===== src/hw/rtl/ers_pkg.sv =====
// ers_pkg: shared types and constants of the enumeration rank sort core.
// Holds the key width, the link record passed between sort cells and the
// phase encoding. No dependencies.
`default_nettype none

package ers_pkg;

  localparam int unsigned KEY_W = 32;

  typedef logic signed [KEY_W-1:0] key_t;

  // What one cell shows its neighbors.
  typedef struct packed {
    logic valid;  // cell holds a key
    logic take;   // cell is free or holds a key greater than the incoming one
    key_t key;
  } ers_link_t;

  typedef enum logic {
    PH_LOAD,
    PH_DRAIN
  } ers_phase_e;

endpackage : ers_pkg

`default_nettype wire


===== src/hw/rtl/ers_cell.sv =====
// ers_cell: one slot of the insertion chain. Keeps one key and its valid bit,
// takes a new key or its left neighbor's key on insert, and its right
// neighbor's key on a drain shift. Depends on ers_pkg.
`default_nettype none

module ers_cell (
  input  wire                      clk_i,
  input  wire                      rst_ni,
  input  wire                      insert_i,  // place new_key_i into the chain
  input  wire                      shift_i,   // move every key one slot toward the head
  input  wire ers_pkg::key_t       new_key_i,
  input  wire ers_pkg::ers_link_t  left_i,    // neighbor nearer the head
  input  wire ers_pkg::ers_link_t  right_i,   // neighbor farther from the head
  output ers_pkg::ers_link_t       link_o
);
  import ers_pkg::*;

  logic valid_q, valid_d;
  key_t key_q, key_d;
  logic take;

  // Equal keys stay ahead of the newcomer, which keeps ties in arrival order.
  assign take = !valid_q || (key_q > new_key_i);

  always_comb begin
    valid_d = valid_q;
    key_d   = key_q;
    if (shift_i) begin
      valid_d = right_i.valid;
      key_d   = right_i.key;
    end else if (insert_i && take) begin
      if (left_i.take) begin
        valid_d = left_i.valid;
        key_d   = left_i.key;
      end else begin
        valid_d = 1'b1;
        key_d   = new_key_i;
      end
    end
  end

  always_ff @(posedge clk_i or negedge rst_ni) begin
    if (!rst_ni) begin
      valid_q <= 1'b0;
    end else begin
      valid_q <= valid_d;
    end
  end

  always_ff @(posedge clk_i) begin
    key_q <= key_d;
  end

  assign link_o.valid = valid_q;
  assign link_o.take  = take;
  assign link_o.key   = key_q;

endmodule : ers_cell

`default_nettype wire


===== config.mk =====
export PLATFORM = sky130hd
export DESIGN_NAME = ers_cell
export DESIGN_NICKNAME = d
export VERILOG_FILES = /design/src/hw/rtl/ers_pkg.sv /design/src/hw/rtl/ers_cell.sv
export SDC_FILE = /design/constraint.sdc
export NUM_CORES = 1
export LEC_CHECK = 0
export BUFFER_PORTS_ARGS = -buffer_cell sky130_fd_sc_hd__buf_2
export CORE_ASPECT_RATIO = 1.2
export CORE_UTILIZATION = 47
export CTS_BUF_LIST = sky130_fd_sc_hd__clkbuf_4 sky130_fd_sc_hd__clkbuf_8
export DETAILED_ROUTE_END_ITERATION = 10
export HOLD_SLACK_MARGIN = 0.05
export PLACE_DENSITY = 0.8
export REMOVE_ABC_BUFFERS = 1
export SLEW_MARGIN = 15
export SYNTH_ARGS = -nofsm -noshare
export SYNTH_HDL_FRONTEND = slang
export SYNTH_SLANG_ARGS = --single-unit
export TNS_END_PERCENT = 10

===== constraint.sdc =====
create_clock -name clk_i -period 3.7 [get_ports clk_i]
set_input_delay 0.37 -clock clk_i [delete_from_list [all_inputs] [get_ports clk_i]]
set_output_delay 0.37 -clock clk_i [all_outputs]
set_load 0.005 [all_outputs]

== After elaboration in Yosys (flattened, before gate mapping) ==
Index checks and enable logic that the tools add are counted.
Word-level totals
  flip-flop bits (word level): 33
  latch bits: 0
  bits in writable memories: 0
  bits in read-only memories: 0
  input port bits: 104
  output and inout bits: 34
  logic and storage cells: 13
  memories kept: 0
Operators by class
  add/sub/neg operators: 0
  $mul: 0
  divide/modulo/power cells: 0
  order comparisons: 1
  eq/ne operators: 0
  shift-type cells: 0
  muxes and demuxes: 6
  bitwise gates (word level): 0
  reduce and logical (&&, ||, !) cells: 4
Operator list (count)
  32-bit 2-to-1 mux: 3
  32-bit greater-than comparator: 1
  1-bit 2-to-1 mux: 3
  2-bit nonzero test: 1
  1-bit logical AND: 1
  1-bit logical NOT: 1
  1-bit logical OR: 1

== Longest topological paths before layout ==
Gate-level depths: netlist of the first run.
  depth after elaboration: 5
  gate-level depth with buffers: 9
  gate-level depth less buffers: 8

== Worst setup path after synthesis of the first run ==
Ideal clock, no wire load.
  path type: flip-flop to flip-flop
  start point: register key_q[31]
  end point: register key_q[0] (enable)
  setup time: 391 ps
  data arrival time: 2320 ps
  required time: 3309 ps
  slack: 989 ps
  stages on the path, launching flop included: 7
  buffers on the path: 0
  clock period less this slack: 2711 ps
  cell sequence: edfxtp_1 > ha_1 > nand4_2 > nor4_1 > o31ai_1 > nand4_1 > a31o_1
Between the ends
  word-level cells in the longest chain between the ends: 4
RTL lines
  start: declaration: RTL line ers_cell.sv:19  | key_t key_q, key_d;
  start signal: assignment: RTL line ers_cell.sv:51  | key_q <= key_d;
  32-bit greater-than comparator: RTL line ers_cell.sv:23  | assign take = !valid_q || (key_q > new_key_i);
  1-bit logical OR: RTL line ers_cell.sv:23
  1-bit logical AND: RTL line ers_cell.sv:31  | end else if (insert_i && take) begin
  2-bit nonzero test (no line)
Every way passes these cells.
A chain may end at the register's enable or synchronous reset.

==> results of run 1 <==
-- logic make-up after synthesis --
family	count (synthesis)	share of synthesized area
buf+inv	45	0.0709
flops	33	0.388
fa+ha+maj	32	0.158
simple gates	61	0.115
mux	32	0.126
compound gates	64	0.142
-- power by group through the flow --
| stage | combinational (mW) | sequential (mW) | clock, mW |
|---|---|---|---|
| global route | 0.357 | 0.492 | 0.281 |
| detailed placement | 0.315 | 0.495 | 0 |
| global placement | 0.306 | 0.492 | 0 |
| finish | 0.314 | 0.487 | 0.256 |
| CTS | 0.318 | 0.487 | 0.264 |
| floorplan | 0.153 | 0.498 | 0 |
-- worst paths after layout --
path,endpoint,slack [ns],depth (start not counted)
worst max-delay path,link_o[32],0.88,7
worst min-delay path,key_q[29]$_DFFE_PP_,0.37,3
worst max register to register,key_q[0]$_DFFE_PP_,1.13,7
worst min register to register,valid_q$_DFFE_PN0P_,0.77,4
max in group asynchronous,valid_q$_DFFE_PN0P_,3.21,2
min in group asynchronous,valid_q$_DFFE_PN0P_,0.41,2
-- cells in the mapped netlist, drive strengths merged, types with 2 or more instances --
library cell and count:
nand2 38, o21ai 35, edfxtp 32, ha 32, inv 32, mux2i 32
a21oi 16, nand4 9, clkbuf 8, buf 5, nand3 4, a21o 3
a211oi 2, nand2b 2, nor2 2, nor3 2, nor4 2, o211ai 2
-- what timing repair did --
action | CTS | global route
resized for setup | 0 | 0
buffers inserted | 0 | 0
hold buffers | 1 | 0
hold endpoints to repair | 1 | 0
-- worst register-to-register path, cell delays in order, from the launching register on --
cell and delay, ns:
edfxtp_1 0.40, ha_1 0.39, nand4_2 0.19, nor4_1 0.49, o31ai_1 0.20, nand4_1 0.13
a31o_1 0.16, buf_4 0.29
-- cell type report --
cell class | instances | area, µm²
flip-flops and latches | 33 | 986
repair buffers | 140 | 713
multi-input cells | 189 | 1380
inverters | 32 | 120
clock inverters | 1 | 3.75
clock buffers | 6 | 76.3
well taps | 60 | 75.1
fillers | 411 | 1730
-- state kept, by name (all words and copies together) (netlist names) --
signal   count
key_q       32
valid_q      1
-- layer usage --
layer  wire (µm)  track usage
met4          64       0.0653
met3         334       0.0534
met5           0            0
met1        2490        0.222
met2        3050        0.408
==> qor.csv, run 1 <==
stage;metric;value;unit
status;status;complete, no violations;
power_and_ir_drop;Worst VDD drop;0.240;mV
setup_path;critical path class;reg -> out;
yosys;Yosys top cell by area;edfxtp_1;
setup_path;Worst EP required;3.33;ns
power_and_ir_drop;Reg power frac;0.461;
timing;setup ws final;0.884;ns
power_and_ir_drop;PnR Total Power;1.06;mW
floorplan;Starting Density;0.500;
power_and_ir_drop;switching part of the total;0.288;
global_routing;largest net degree at the start of global routing;43;
clock_tree;CTS tree;yes;
final_layout;Final nets;537;
power_and_ir_drop;clock share of power;0.242;
clock_tree;H-tree depth;2;
global_routing;initial antenna violation count;0;
route;DRC;0;
global_routing;first-pass GRT wire length;9.36;mm
yosys;Mapped Area;0.00254;mm²
place;IO buf count;136;
final_layout;final instance area;0.00335;mm²
setup_path;CP startpoint;key_q[31]$_DFFE_PP_;
place;post-DP HPWL;4.79;mm
clock_tree;clk buf depth;2;
timing;part of the cycle the worst path needs;0.761;
floorplan;IO Count;138;
setup_path;Critical Path Start Type;flop;
setup_path;Crit. End Element;output pin;
yosys;Syn. warnings;0;
route;total routed wirelength;5.93;mm
timing;setup violators final;0;
timing;RSZ-0062 raised after global routing;no;
yosys;post-synth cell types;31;
power_and_ir_drop;Pint;0.752;mW
setup_path;max incr delay on CP;0.49;ns
global_routing;vias in the first global route;2257;
worst_hold_path;Hold/Removal Path Class;in -> reg;
setup_path;critical path's slowest cell;nor4_1;
clock_tree;CTS buffer count;5;
yosys;synth top area cells;edfxtp_1 (38%), ha_1 (16%), mux2i_1 (13%);
floorplan;die area;0.00571;mm²
route;initial drt markers;69;
power_and_ir_drop;power per cell area;315;mW/mm²
timing;Slew Limit Fails;0;
final_layout;share of cells above drive strength 1;0.372;
timing;Final Hold Fails;0;
yosys;Yosys reg bits;33;
setup_path;CP Data Arrival Time;2.45;ns
setup_path;CP delay by family, top;simple AND/OR/NAND/NOR gates;
floorplan;height of the die;82.6;µm
timing;measured slew at the worst slew-check pin;0.969;ns
clock_tree;clk sinks;33;
yosys;register area share after synthesis;0.388;
place;dpl cells;453;
power_and_ir_drop;Logic pwr share;0.297;
timing;Hold Slack;0.367;ns
timing;relative slew slack;0.354;
yosys;Mapped Cells;267;
final_layout;commonest non-fill, non-tap cell in the layout;buf_2;
floorplan;Core ar.;0.00508;mm²
floorplan;Rows;28;
final_layout;Finished Core Util;0.659;
yosys;syn avg cell area;9.52;µm²
worst_hold_path;Hold Startpoint;right_i[29];
yosys;Post-synth ARST share;0.0303;
route;drt first pass iters;4;
clock_tree;Reg clk slew, reported paths;0.06;ns
place;Placed Area;0.00326;mm²
final_layout;Post-Layout Cell Count;461;
timing;worst clock skew;0.00604;ns
timing;minimum clock period after layout;2.82;ns
global_routing;GR Util All Layers;0.209;
timing;fmax;0.355;GHz
yosys;Post-synth EDFFs;32;
place;DP Worst Slack;1.06;ns
setup_path;crit path cell chain;ha_1, nand4_2, nor4_1, o31ai_1, a31oi_1, nand2b_1, buf_2;
setup_path;Buf/Inv on CP;1;
route;vias per cell;5.15;
yosys;ys flop type;edfxtp_1;
run;MaxCap Viol Count;0;
route;post-route ant nets;0;
route;via count;2374;
setup_path;maximum fanout along the worst path;5;
final_layout;highest-count cells in the layout ignoring fill and taps;buf_2 (136), nand2_1 (38), o21ai_0 (35);
floorplan;Die Width;69.1;µm
place;global placer's final weighted congestion;0.752;
route;WL/cell;12.9;µm
global_routing;global route overflow;0;
timing;Fin Setup TNS;0;ns
yosys;Synth top area share;0.378;
clock_tree;worst skew pair latency;0.28;ns
clock_tree;Clock Tree Root;clkbuf_8;
power_and_ir_drop;sw power;0.304;mW
final_layout;area grow syn2layout;31.8;%
setup_path;worst reg2reg path startpoint;key_q[31]$_DFFE_PP_;
power_and_ir_drop;Leakage;1.77;nW
final_layout;diodes inserted;0;
(Power assumes the default switching activity.)
==> inputs of run 2 (changes only) <==
--- a/config.mk
+++ b/config.mk
@@ -7,11 +7,11 @@
 export LEC_CHECK = 0
 export BUFFER_PORTS_ARGS = -buffer_cell sky130_fd_sc_hd__buf_2
 export CORE_ASPECT_RATIO = 1.2
-export CORE_UTILIZATION = 47
+export CORE_UTILIZATION = 42
 export CTS_BUF_LIST = sky130_fd_sc_hd__clkbuf_4 sky130_fd_sc_hd__clkbuf_8
 export DETAILED_ROUTE_END_ITERATION = 10
 export HOLD_SLACK_MARGIN = 0.05
-export PLACE_DENSITY = 0.8
+export PLACE_DENSITY = 0.75
 export REMOVE_ABC_BUFFERS = 1
 export SLEW_MARGIN = 15
 export SYNTH_ARGS = -nofsm -noshare
==> constraint.sdc (replaced) <==
create_clock -name clk_i -period 2.57 [get_ports clk_i]
set_input_delay 0.257 -clock clk_i [delete_from_list [all_inputs] [get_ports clk_i]]
set_output_delay 0.257 -clock clk_i [all_outputs]
set_load 0.005 [all_outputs]
==> run 2 against run 1 <==
Effect of this change:
- sequential cell count unchanged
- combinational power grew 72%
- setup slack worse by 0.82 ns
- critical endpoint unchanged
- first-iteration DRC count increased by 4.3%
- clock skew up 0.0021 ns
- worst hold slack worse by 0.11 ns
==> qor.csv, run 2 (same netlist as run 1, synthesis figures left out) <==
stage;metric;value;unit
status;status;complete, no violations;
final_layout;final instance area;0.00369;mm²
timing;setup ws final;0.0638;ns
clock_tree;Clock Tree Root;clkbuf_8;
clock_tree;CTS buffer count;5;
floorplan;die area;0.00637;mm²
global_routing;vias in the first global route;2313;
setup_path;CP delay by family, top;compound AO/OA/AOI/OAI gates;
clock_tree;clk sinks;33;
final_layout;Most flops, register;key_q;
timing;fmax;0.399;GHz
route;vias per cell;5.04;
floorplan;Die Width;73.0;µm
power_and_ir_drop;Worst VDD drop;0.316;mV
setup_path;critical path's slowest cell;edfxtp_1;
power_and_ir_drop;Leakage;1.83;nW
floorplan;height of the die;87.2;µm
setup_path;Crit. End Element;output pin;
route;WL/cell;13.1;µm
setup_path;max incr delay on CP;0.45;ns
final_layout;Final nets;545;
final_layout;Largest regs;key_q: 32 flops, valid_q: 1 flops;
timing;measured slew at the worst slew-check pin;0.590;ns
global_routing;global route overflow;0;
route;post-route ant nets;0;
place;Placed Area;0.00332;mm²
timing;part of the cycle the worst path needs;0.975;
timing;Slew Limit Fails;0;
route;total routed wirelength;6.44;mm
clock_tree;H-tree depth;2;
setup_path;maximum fanout along the worst path;3;
floorplan;Rows;30;
timing;Fin Setup TNS;0;ns
setup_path;Buf/Inv on CP;1;
clock_tree;CTS tree;yes;
place;post-DP HPWL;5.00;mm
clock_tree;worst skew pair latency;0.28;ns
global_routing;GR Util All Layers;0.197;
timing;worst clock skew;0.00817;ns
final_layout;Post-Layout Cell Count;490;
worst_hold_path;Hold/Removal Path Class;in -> reg;
timing;minimum clock period after layout;2.51;ns
final_layout;max FFs per register;32;
timing;relative slew slack;0.607;
final_layout;area grow syn2layout;45.4;%
global_routing;largest net degree at the start of global routing;37;
setup_path;critical path class;reg -> out;
setup_path;Worst EP required;2.31;ns
global_routing;first-pass GRT wire length;9.73;mm
place;global placer's final weighted congestion;0.777;
setup_path;Critical Path Start Type;flop;
clock_tree;Reg clk slew, reported paths;0.07;ns
setup_path;crit path cell chain;ha_4, nand4_1, nor3_2, a221o_1, a211oi_2, a31oi_1, nand2b_1, buf_2;
floorplan;IO Count;138;
floorplan;Core ar.;0.00574;mm²
final_layout;FILL cells;471;
global_routing;initial antenna violation count;1;
setup_path;CP Data Arrival Time;2.25;ns
timing;Final Hold Fails;0;
final_layout;highest-count cells in the layout ignoring fill and taps;buf_2 (136), nand2_1 (38), o21ai_0 (34);
clock_tree;clk buf depth;2;
place;IO buf count;136;
final_layout;share of cells above drive strength 1;0.434;
run;MaxCap Viol Count;0;
route;via count;2471;
place;dpl cells;475;
power_and_ir_drop;power per cell area;446;mW/mm²
timing;RSZ-0062 raised after global routing;yes;
floorplan;Starting Density;0.442;
timing;setup violators final;0;
final_layout;diodes inserted;0;
final_layout;commonest non-fill, non-tap cell in the layout;buf_2;
route;DRC;0;
route;initial drt markers;72;
route;drt first pass iters;5;
place;DP Worst Slack;0.152;ns
## run 2: repair_timing
action | in CTS | in global routing
endpoints found under the setup margin | 1 | 1
hold buffers | 1 | 0
hold endpoints to repair | 1 | 0
setup buffers | 1 | 5
resized for setup | 3 | 21
pin swaps | 2 | 8
## run 2: worst paths after layout
check	startpoint	to	slack, ns	cells past startpoint
hold / removal	right_i[6]	key_q[6]$_DFFE_PP_	0.25	3
hold reg to reg	valid_q$_DFFE_PN0P_	valid_q$_DFFE_PN0P_	0.76	4
min in group asynchronous	rst_ni	valid_q$_DFFE_PN0P_	0.29	2
setup reg to reg	key_q[1]$_DFFE_PP_	key_q[8]$_DFFE_PP_	0.17	9
max in group asynchronous	rst_ni	valid_q$_DFFE_PN0P_	2.19	2
setup / recovery	key_q[23]$_DFFE_PP_	link_o[32]	0.06	8
## run 2: through the flow
stage               hold WS [ns]  total power [mW]  utilization
CTS                        0.242              1.59        0.600
floorplan                -0.0386             0.937            -
detailed placement        0.0357              1.18        0.579
global placement          0.0334              1.16        0.579
global route               0.250              1.76        0.643
finish                     0.253              1.65        0.643
## run 2: layer usage
| layer | up-vias | routed length (µm) | global-route usage |
|---|---|---|---|
| met5 | - | 0 | 0 |
| met4 | 0 | 64 | 0.0428 |
| met3 | 8 | 404 | 0.0567 |
| met2 | 87 | 3400 | 0.365 |
| met1 | 1131 | 2570 | 0.220 |
| li1 | 1245 | - | - |
## run 2: worst min-delay path, stage by stage
cell     delay, ns
buf_2         0.07
nand2_1       0.04
o21ai_0       0.05
## run 2: report_power, final
group          internal, mW  switching, mW
registers             0.669         0.0421
logic                 0.277          0.262
clock network         0.198          0.198
## run 2: area by class of cell
type                            instances  area [µm²]  share of cell area
Multi-Input combinational cell        189        1600               0.434
Clock inverter                          2        10.0             0.00271
Timing Repair Buffer                  148         798               0.216
Tap cell                               80         100              0.0271
Inverter                               32         120              0.0325
Sequential cell                        33         986               0.267
Clock buffer                            6        76.3              0.0207
